## src/rtl/assert_macros.svh

```systemverilog
// Assertion helpers shared by the RTL.
`ifndef ASSERT_MACROS_SVH
`define ASSERT_MACROS_SVH

// Property holds at every rising clock edge outside reset.
`define ASSERT_ALWAYS(label, clk, rst_n, expr) \
	label: assert property (@(posedge clk) disable iff (!rst_n) (expr)) \
		else $error("assertion failed: invariant");

// Same-cycle implication.
`define ASSERT_IMPL(label, clk, rst_n, ante, cons) \
	label: assert property (@(posedge clk) disable iff (!rst_n) (ante) |-> (cons)) \
		else $error("assertion failed: implication");

// Next-cycle implication.
`define ASSERT_NEXT(label, clk, rst_n, ante, cons) \
	label: assert property (@(posedge clk) disable iff (!rst_n) (ante) |=> (cons)) \
		else $error("assertion failed: next-cycle implication");

`endif

```

## src/rtl/bdq_pkg.sv

```systemverilog
package bdq_pkg;

	localparam int DEPTH_DEF      = 16;
	localparam int WORD_WIDTH_DEF = 32;

	// Fixed beat field widths
	localparam int CMD_W    = 2;
	localparam int VALUE_W  = 32;
	localparam int STATUS_W = 2;

	typedef enum logic [CMD_W-1:0] {
		CMD_PUSH_FRONT = 2'd0,
		CMD_PUSH_BACK  = 2'd1,
		CMD_POP_FRONT  = 2'd2,
		CMD_POP_BACK   = 2'd3
	} cmd_t;

	typedef enum logic [STATUS_W-1:0] {
		ST_OK    = 2'd0,
		ST_FULL  = 2'd1,
		ST_EMPTY = 2'd2
	} status_t;

	// Per-chain cell control, same for every cell of a chain
	typedef struct packed {
		logic shr;   // take word from the left neighbor (insert at cell 0)
		logic shl;   // take word from the right neighbor (drop cell 0)
		logic app;   // cell whose index equals the count loads the new word
	} cell_ctl_t;

endpackage

```

## src/rtl/bdq_if.sv

```systemverilog
interface bdq_cmd_if;
	logic                                 valid;
	logic                                 ready;
	logic [bdq_pkg::CMD_W-1:0]            command;
	logic signed [bdq_pkg::VALUE_W-1:0]   push_value;

	modport source (output valid, output command, output push_value, input ready);
	modport sink   (input valid, input command, input push_value, output ready);
endinterface

interface bdq_rsp_if #(
	parameter int OCC_W = $clog2(bdq_pkg::DEPTH_DEF + 1)
);
	logic                                 valid;
	logic                                 ready;
	logic signed [bdq_pkg::VALUE_W-1:0]   pop_value;
	logic [bdq_pkg::STATUS_W-1:0]         status;
	logic [OCC_W-1:0]                     occupancy;

	modport source (output valid, output pop_value, output status, output occupancy,
		input ready);
	modport sink   (input valid, input pop_value, input status, input occupancy,
		output ready);
endinterface

```

## src/rtl/bdq_cell.sv

```systemverilog
module bdq_cell #(
	parameter int WORD_WIDTH = bdq_pkg::WORD_WIDTH_DEF,
	parameter int CNT_W      = $clog2(bdq_pkg::DEPTH_DEF + 1),
	parameter int IDX        = 0
) (
	input  logic                  clk,
	input  bdq_pkg::cell_ctl_t    ctl,
	input  logic [CNT_W-1:0]      count,
	input  logic [WORD_WIDTH-1:0] left_word,
	input  logic [WORD_WIDTH-1:0] right_word,
	input  logic [WORD_WIDTH-1:0] new_word,
	output logic [WORD_WIDTH-1:0] word_q
);

	always_ff @(posedge clk) begin
		if (ctl.shr) begin
			word_q <= left_word;
		end else if (ctl.shl) begin
			word_q <= right_word;
		end else if (ctl.app && (count == CNT_W'(IDX))) begin
			word_q <= new_word;
		end
	end

endmodule

```

## src/rtl/bdq_chain.sv

```systemverilog
module bdq_chain #(
	parameter int DEPTH      = bdq_pkg::DEPTH_DEF,
	parameter int WORD_WIDTH = bdq_pkg::WORD_WIDTH_DEF,
	parameter int CNT_W      = $clog2(DEPTH + 1)
) (
	input  logic                  clk,
	input  bdq_pkg::cell_ctl_t    ctl,
	input  logic [CNT_W-1:0]      count,
	input  logic [WORD_WIDTH-1:0] new_word,
	output logic [WORD_WIDTH-1:0] head_word
);

	logic [WORD_WIDTH-1:0] word [DEPTH];

	for (genvar i = 0; i < DEPTH; i++) begin : g_cell
		logic [WORD_WIDTH-1:0] left_w;
		logic [WORD_WIDTH-1:0] right_w;

		if (i == 0) begin : g_first
			assign left_w = new_word;
		end else begin : g_mid_l
			assign left_w = word[i-1];
		end

		// last cell keeps its own word on a left shift; it is past the tail then
		if (i == DEPTH - 1) begin : g_last
			assign right_w = word[i];
		end else begin : g_mid_r
			assign right_w = word[i+1];
		end

		bdq_cell #(
			.WORD_WIDTH (WORD_WIDTH),
			.CNT_W      (CNT_W),
			.IDX        (i)
		) u_cell (
			.clk        (clk),
			.ctl        (ctl),
			.count      (count),
			.left_word  (left_w),
			.right_word (right_w),
			.new_word   (new_word),
			.word_q     (word[i])
		);
	end

	assign head_word = word[0];

endmodule

```

## src/rtl/bounded_deque.sv

```systemverilog
// bounded_deque: bounded double-ended queue of signed words.
//
// cmd channel (sink): one beat is one command (push front, push back, pop front,
//   pop back) with the word to push. rsp channel (source): one beat per command
//   with the popped word, a status (ok / full / empty) and the occupancy after it.
// Latency: the response beat shows up the cycle after the command beat.
// Throughput: one command per cycle while responses are taken; each step is a single
//   shift of the cell rows and a count update, so only a waiting response lowers the rate.
// Storage: two rows of DEPTH cells. The front row keeps the front word in cell 0,
//   the back row keeps the back word in cell 0 (reverse order). A push at one end
//   shifts that end's row right and appends to the other row at the cell whose
//   index equals the count; a pop reads cell 0 of its row and shifts it left.
// Rejected commands (push when full, pop when empty) change nothing and return a
//   zero word with the matching status. Zero is an ordinary stored value.
// Reset (arst_n low): count goes to zero and the response register empties.
//   Cell contents are not cleared; the count keeps them out of reach.
// Stall: while a response beat waits on rsp.ready, the next command is held off
//   (cmd.ready low); a beat is taken in the same cycle the waiting one leaves.
`include "assert_macros.svh"

module bounded_deque #(
	parameter int DEPTH      = bdq_pkg::DEPTH_DEF,
	parameter int WORD_WIDTH = bdq_pkg::WORD_WIDTH_DEF,
	parameter int OCC_W      = $clog2(DEPTH + 1)
) (
	input  logic               clk,
	input  logic               arst_n,
	bdq_cmd_if.sink            cmd,
	bdq_rsp_if.source          rsp
);

	localparam int VW = bdq_pkg::VALUE_W;

	logic [OCC_W-1:0]                count_q;
	logic [OCC_W-1:0]                count_d;
	logic                            rsp_valid_q;
	logic signed [VW-1:0]            pop_value_q;
	logic [bdq_pkg::STATUS_W-1:0]    status_q;

	logic                            accept;
	logic                            full;
	logic                            empty;
	bdq_pkg::cmd_t                   op;
	bdq_pkg::status_t                status_d;
	logic signed [VW-1:0]            pop_value_d;
	bdq_pkg::cell_ctl_t              front_ctl;
	bdq_pkg::cell_ctl_t              back_ctl;
	logic signed [WORD_WIDTH-1:0]    new_word;
	logic signed [WORD_WIDTH-1:0]    front_head;
	logic signed [WORD_WIDTH-1:0]    back_head;

	// response register frees up in the cycle it is taken
	assign cmd.ready = !rsp_valid_q || rsp.ready;
	assign accept    = cmd.valid && cmd.ready;

	assign full  = (count_q == OCC_W'(DEPTH));
	assign empty = (count_q == '0);
	assign op    = bdq_pkg::cmd_t'(cmd.command);

	// keep low WORD_WIDTH bits (sign-extend if the store is wider than a beat)
	assign new_word = WORD_WIDTH'(cmd.push_value);

	always_comb begin
		front_ctl   = '0;
		back_ctl    = '0;
		status_d    = bdq_pkg::ST_OK;
		pop_value_d = '0;
		count_d     = count_q;
		case (op)
			bdq_pkg::CMD_PUSH_FRONT: begin
				if (full) begin
					status_d = bdq_pkg::ST_FULL;
				end else begin
					front_ctl.shr = 1'b1;
					back_ctl.app  = 1'b1;
					count_d       = count_q + OCC_W'(1);
				end
			end
			bdq_pkg::CMD_PUSH_BACK: begin
				if (full) begin
					status_d = bdq_pkg::ST_FULL;
				end else begin
					back_ctl.shr  = 1'b1;
					front_ctl.app = 1'b1;
					count_d       = count_q + OCC_W'(1);
				end
			end
			bdq_pkg::CMD_POP_FRONT: begin
				if (empty) begin
					status_d = bdq_pkg::ST_EMPTY;
				end else begin
					pop_value_d   = VW'(front_head);
					front_ctl.shl = 1'b1;
					count_d       = count_q - OCC_W'(1);
				end
			end
			bdq_pkg::CMD_POP_BACK: begin
				if (empty) begin
					status_d = bdq_pkg::ST_EMPTY;
				end else begin
					pop_value_d  = VW'(back_head);
					back_ctl.shl = 1'b1;
					count_d      = count_q - OCC_W'(1);
				end
			end
			default: begin
				status_d = bdq_pkg::ST_OK;
			end
		endcase
		// cells move only on an accepted beat
		if (!accept) begin
			front_ctl = '0;
			back_ctl  = '0;
		end
	end

	bdq_chain #(
		.DEPTH      (DEPTH),
		.WORD_WIDTH (WORD_WIDTH),
		.CNT_W      (OCC_W)
	) u_front (
		.clk        (clk),
		.ctl        (front_ctl),
		.count      (count_q),
		.new_word   (new_word),
		.head_word  (front_head)
	);

	bdq_chain #(
		.DEPTH      (DEPTH),
		.WORD_WIDTH (WORD_WIDTH),
		.CNT_W      (OCC_W)
	) u_back (
		.clk        (clk),
		.ctl        (back_ctl),
		.count      (count_q),
		.new_word   (new_word),
		.head_word  (back_head)
	);

	// control state
	always_ff @(posedge clk or negedge arst_n) begin
		if (!arst_n) begin
			count_q     <= '0;
			rsp_valid_q <= 1'b0;
		end else begin
			if (accept) begin
				count_q     <= count_d;
				rsp_valid_q <= 1'b1;
			end else if (rsp.ready) begin
				rsp_valid_q <= 1'b0;
			end
		end
	end

	// response payload
	always_ff @(posedge clk) begin
		if (accept) begin
			pop_value_q <= pop_value_d;
			status_q    <= status_d;
		end
	end

	assign rsp.valid     = rsp_valid_q;
	assign rsp.pop_value = pop_value_q;
	assign rsp.status    = status_q;
	assign rsp.occupancy = count_q;

	// ---- checks ----
	`ASSERT_ALWAYS(a_count_bound, clk, arst_n, count_q <= OCC_W'(DEPTH))

	// with one word stored, both rows must hold it at cell 0
	`ASSERT_IMPL(a_heads_agree, clk, arst_n, count_q == OCC_W'(1), front_head == back_head)

	`ASSERT_NEXT(a_full_reject, clk, arst_n,
		accept && full && (op == bdq_pkg::CMD_PUSH_FRONT || op == bdq_pkg::CMD_PUSH_BACK),
		status_q == bdq_pkg::ST_FULL && count_q == $past(count_q))

	`ASSERT_NEXT(a_ok_moves_count, clk, arst_n,
		accept && status_d == bdq_pkg::ST_OK, count_q != $past(count_q))

endmodule

```

## src/flat_wrapper.sv

```systemverilog
// flat-port wrapper written by rule: the top's interface ports become plain ports
module bounded_deque_flat 
#(
	parameter int DEPTH      = bdq_pkg::DEPTH_DEF,
	parameter int WORD_WIDTH = bdq_pkg::WORD_WIDTH_DEF,
	parameter int OCC_W      = $clog2(DEPTH + 1)
)
  (clk, arst_n, cmd_valid, cmd_command, cmd_push_value, cmd_ready, rsp_valid, rsp_pop_value, rsp_status, rsp_occupancy, rsp_ready);
  bdq_cmd_if cmd_i ();
  bdq_rsp_if #(.OCC_W(OCC_W)) rsp_i ();
  input  logic clk;
  input  logic arst_n;
  input wire logic [$bits(cmd_i.valid)-1:0] cmd_valid;
  input wire logic [$bits(cmd_i.command)-1:0] cmd_command;
  input wire logic [$bits(cmd_i.push_value)-1:0] cmd_push_value;
  output wire logic [$bits(cmd_i.ready)-1:0] cmd_ready;
  output wire logic [$bits(rsp_i.valid)-1:0] rsp_valid;
  output wire logic [$bits(rsp_i.pop_value)-1:0] rsp_pop_value;
  output wire logic [$bits(rsp_i.status)-1:0] rsp_status;
  output wire logic [$bits(rsp_i.occupancy)-1:0] rsp_occupancy;
  input wire logic [$bits(rsp_i.ready)-1:0] rsp_ready;
  assign cmd_i.valid = cmd_valid;
  assign cmd_i.command = cmd_command;
  assign cmd_i.push_value = cmd_push_value;
  assign cmd_ready = cmd_i.ready;
  assign rsp_valid = rsp_i.valid;
  assign rsp_pop_value = rsp_i.pop_value;
  assign rsp_status = rsp_i.status;
  assign rsp_occupancy = rsp_i.occupancy;
  assign rsp_i.ready = rsp_ready;
  bounded_deque #(.DEPTH(DEPTH), .WORD_WIDTH(WORD_WIDTH), .OCC_W(OCC_W)) u_core (.clk(clk), .arst_n(arst_n), .cmd(cmd_i), .rsp(rsp_i));
endmodule
```

## config.mk

```make
export PLATFORM = sky130hd
export DESIGN_NAME = bounded_deque_flat
export DESIGN_NICKNAME = d
export VERILOG_FILES = /design/src/rtl/bdq_pkg.sv /design/src/rtl/bdq_if.sv /design/src/rtl/bdq_cell.sv /design/src/rtl/bdq_chain.sv /design/src/rtl/bounded_deque.sv /design/src/flat_wrapper.sv
export VERILOG_INCLUDE_DIRS = /design/src /design/src/rtl
export SDC_FILE = /design/constraint.sdc
export NUM_CORES = 2
export LEC_CHECK = 0
export BUFFER_PORTS_ARGS = -buffer_cell sky130_fd_sc_hd__buf_2
export CAP_MARGIN = 20
export CORE_ASPECT_RATIO = 0.8
export CORE_UTILIZATION = 35
export DETAILED_ROUTE_END_ITERATION = 16
export PLACE_DENSITY = 0.54
export SLEW_MARGIN = 5
export SYNTH_ARGS = -nofsm -noshare
export SYNTH_HDL_FRONTEND = slang
export SYNTH_HIERARCHICAL = 1
export SYNTH_SLANG_ARGS = --single-unit
```

## constraint.sdc

```tcl
create_clock -name clk -period 21.2 [get_ports clk]
set_clock_uncertainty 0.2 [all_clocks]
set_input_delay 3.18 -clock clk [delete_from_list [all_inputs] [get_ports clk]]
set_output_delay 3.18 -clock clk [all_outputs]
set_load 0.05 [all_outputs]
```

==> flow_metrics.tcl <==
set metrics [dict create \
    status "complete, no violations" \
    cp.arrival_ns 8.13 \
    critPathLaunchType "input pin" \
    via_per_inst 5.285 \
    syn-cell-area_um2 55990 \
    clock.fmax_mhz 126.6 \
    cts_root_buffer "clkbuf_16" \
    synthArstFlopShare_pct 0.5639 \
    drc 0 \
    syn2layout_area_growth_pct 6.726 \
    synth_top_flop_cell "edfxtp_1" \
    io-pin-count 79 \
    wl_met1_mm 68.43 \
    max_stage_delay_ns 0.92 \
    row_count 130 \
    synth.area.top_cells "edfxtp_1, mux2i_1, o21ai_1" \
    timing.critical_path.buf_inv 6 \
    holdPathStages 2 \
    path_delay_family "buffers and inverters" \
    drt-total-wl_mm 138.7 \
    tns_ns 0 \
    synth_most_common_cell "edfxtp_1" \
    wl_met2_mm 60.79 \
    crit_fanout 63 \
    clk_latency_ns 0.74 \
    worstPathCellList "buf_2 > buf_4 > nand2_1 > nor2_4 > buf_4 > buf_4 > buf_4 > buf_4 > mux2i_1 > o21ai_1" \
    period_needed_ns 7.900 \
    p_leak_uw 0.01742 \
    reg2reg_depth 10 \
    syn_area_per_cell_um2 11.92 \
    slew_viol_final 0 \
    grt_pass1_vias 34490 \
    yosysWarnings 6 \
    postCtsHoldBufs 0 \
    r2r_slack_ns 15.23 \
    vias 35940 \
    drv_cap 0 \
    path_clk_slew_ns 0.06 \
    first_iter_violations 3603 \
    synthesis.nets 4737 \
    setup_viol 0 \
    routedWlPerCell_um 20.39 \
    worst-setup-path-type "in -> reg" \
    power.total_uw 5271 \
    die_height_um 359.8 \
    place_congestion 0.7668 \
    grt-ovfl-total 0 \
    crit_top_cell "buf_4" \
    worst_pin_slew_ns 1.198 \
    hold_start "u_core/u_back/g_cell[12].u_cell/word_q[29]$_DFFE_PP_" \
    syn_inst 4697 \
    hold_path_end "u_core/u_back/g_cell[13].u_cell/word_q[29]$_DFFE_PP_" \
    final_antenna_net_count 0 \
    yosys.area.top_type_share_pct 56.74 \
    grt_max_degree 251 \
    topRoutingLayerUsed "met5" \
    crit-reg2reg-launch "u_core/rsp.occupancy[2]$_DFFE_PN0P_" \
    grt_usage_pct 16.72 \
    final_cells 6801 \
    hp-class "reg -> reg" \
    drt-pass1-iter-count 6 \
    cts_tree "done" \
    port_buffers 78 \
    synth_top_area_cell "edfxtp_1" \
    wl_met3_mm 6.372 \
    synth.ff_latch_count 1064 \
    drive_above_1_share_pct 7.172 \
    cts_resized 0 \
    timing.final.crit_share_pct 37.27 \
    power_density_nw_per_um2 88.20 \
    synth_edf_count 1058 \
    ir_drop_mv 0.06422 \
    cp_slowest_cell "buf_4" \
    htree_num_levels 3 \
    r2r-end "u_core/u_front/g_cell[6].u_cell/word_q[28]$_DFFE_PP_" \
    hold_violations 0 \
    cts_buffers 109 \
    clockBufferDepth 3 \
    dieArea_um2 161600 \
    grt_pass1_wl_mm 211.2 \
    die_w_um 449.2 \
    cts_sinks 1064 \
    slew_headroom_pct 20.13 \
    end_kind "register" \
    fill_cells 15310 \
    initial_core_util_pct 35.45 \
    nets 4632 \
    synth.yosys.seq_area_share_pct 57.01 \
    required_ns 21.43 \
    dp_hpwl_mm 79.58 \
    rsz0062_at_grt "no" \
    synth_cell_types 41 \
    grt_antenna_before_repair 11 \
    synth_common_cells "edfxtp_1, mux2i_1, nand2_1" \
    cts_setup_buffers 0 \
    core_area_um2 157900 \
    dp_cells 6592 \
]
[worst max-delay path by stage]
stage / from / endpoint / cells after the start
floorplan: rsp_ready / u_core/u_back/g_cell[12].u_cell/word_q[0]$_DFFE_PP_ / 5
global placement: cmd_command[0] / u_core/u_back/g_cell[13].u_cell/word_q[29]$_DFFE_PP_ / 10
detailed placement: cmd_command[0] / u_core/u_back/g_cell[13].u_cell/word_q[29]$_DFFE_PP_ / 10
CTS: cmd_command[0] / u_core/u_back/g_cell[15].u_cell/word_q[29]$_DFFE_PP_ / 10
global route: cmd_command[0] / u_core/u_front/g_cell[10].u_cell/word_q[28]$_DFFE_PP_ / 9
finish: cmd_command[0] / u_core/u_back/g_cell[10].u_cell/word_q[4]$_DFFE_PP_ / 10
[power by group]
part / total, µW / internal (µW) / switching, µW
clock network: 1870 / 1020 / 847
logic: 764 / 228 / 536
registers: 2640 / 2550 / 84.1
total: 5270 / 3800 / 1470
[worst register-to-register path, stage by stage, from the launching register on]
cell     delay (ns)
dfrtp_1        0.32
buf_4          0.38
nor4_1         0.19
a21oi_1        0.22
nor3b_2        0.19
buf_4          0.50
buf_4          0.77
buf_4          0.91
buf_12         0.72
buf_4          1.02
o21ai_0        0.25
[cell usage in the layout (no fill, tap or decap), types with 4 or more instances in the layout]
cell / count
a311o_2: 22
buf_12: 7
buf_2: 78
buf_4: 61
bufinv_16: 4
clkbuf_1: 30
clkbuf_16: 110
clkbuf_8: 5
clkinv_1: 23
clkinv_2: 24
dfrtp_1: 6
diode_2: 4
edfxtp_1: 1058
inv_1: 17
mux2i_1: 1056
nand2_1: 1028
nand2b_1: 6
nand4b_1: 6
nor2_1: 43
nor4b_1: 6
nor4bb_1: 16
o21ai_0: 99
o21ai_1: 928
o21ai_4: 5
xnor2_1: 4
[layout make-up]
type                       instances  area (µm²)  share of cell area, %
tap                             2112        2643                  4.422
clock inverter                    59       442.9                 0.7412
clock buffer                     145        2934                  4.910
sequential                      1064       31920                  53.41
multi-input combinational       3253       20730                  34.69
inverter                          17       63.81                 0.1068
timing repair buffer             147        1016                  1.700
antenna                            4       10.01                0.01675
[registers in the layout, indices dropped and copies added, names as in the netlist]
signal / count
u_core/u_back/g_cell.u_cell/word_q: 512
u_core/u_front/g_cell.u_cell/word_q: 512
u_core/rsp.pop_value: 32
u_core/rsp.occupancy: 5
u_core/rsp.status: 2
u_core/rsp.valid: 1
[cells by family (layout without fill, tap and decap cells)]
kind of cell	Yosys count	count (layout)	share of synthesized area, %
other	0	4	0
xor gates and xnor gates	5	5	0.07821
buffers and inverters	380	368	6.225
AOI/OAI and AO/OA	1069	1069	9.852
muxes	1057	1057	18.90
adders and majority gates	2	2	0.04468
DFF	1064	1064	57.01
and+or+nand+nor	1120	1120	7.895
[routing by layer]
metal	up-vias	global-route usage [%]
met4	4	4.249
met1	17970	24.91
met3	181	2.622
met2	752	25.11
met5	-	0
li1	17040	-
[metrics by stage]
stage	area [µm²]	util [%]	setup WS, ns	hold slack (ns)
after floorplan	55990	-	11.73	0.3244
after global placement	56350	35.68	12.65	0.3369
after detailed placement	56350	35.68	12.65	0.3439
after CTS	59720	37.81	13.43	0.3565
after global routing	59750	37.83	12.91	0.3827
final	59760	37.84	13.30	0.3555
(Power assumes the default switching activity.)
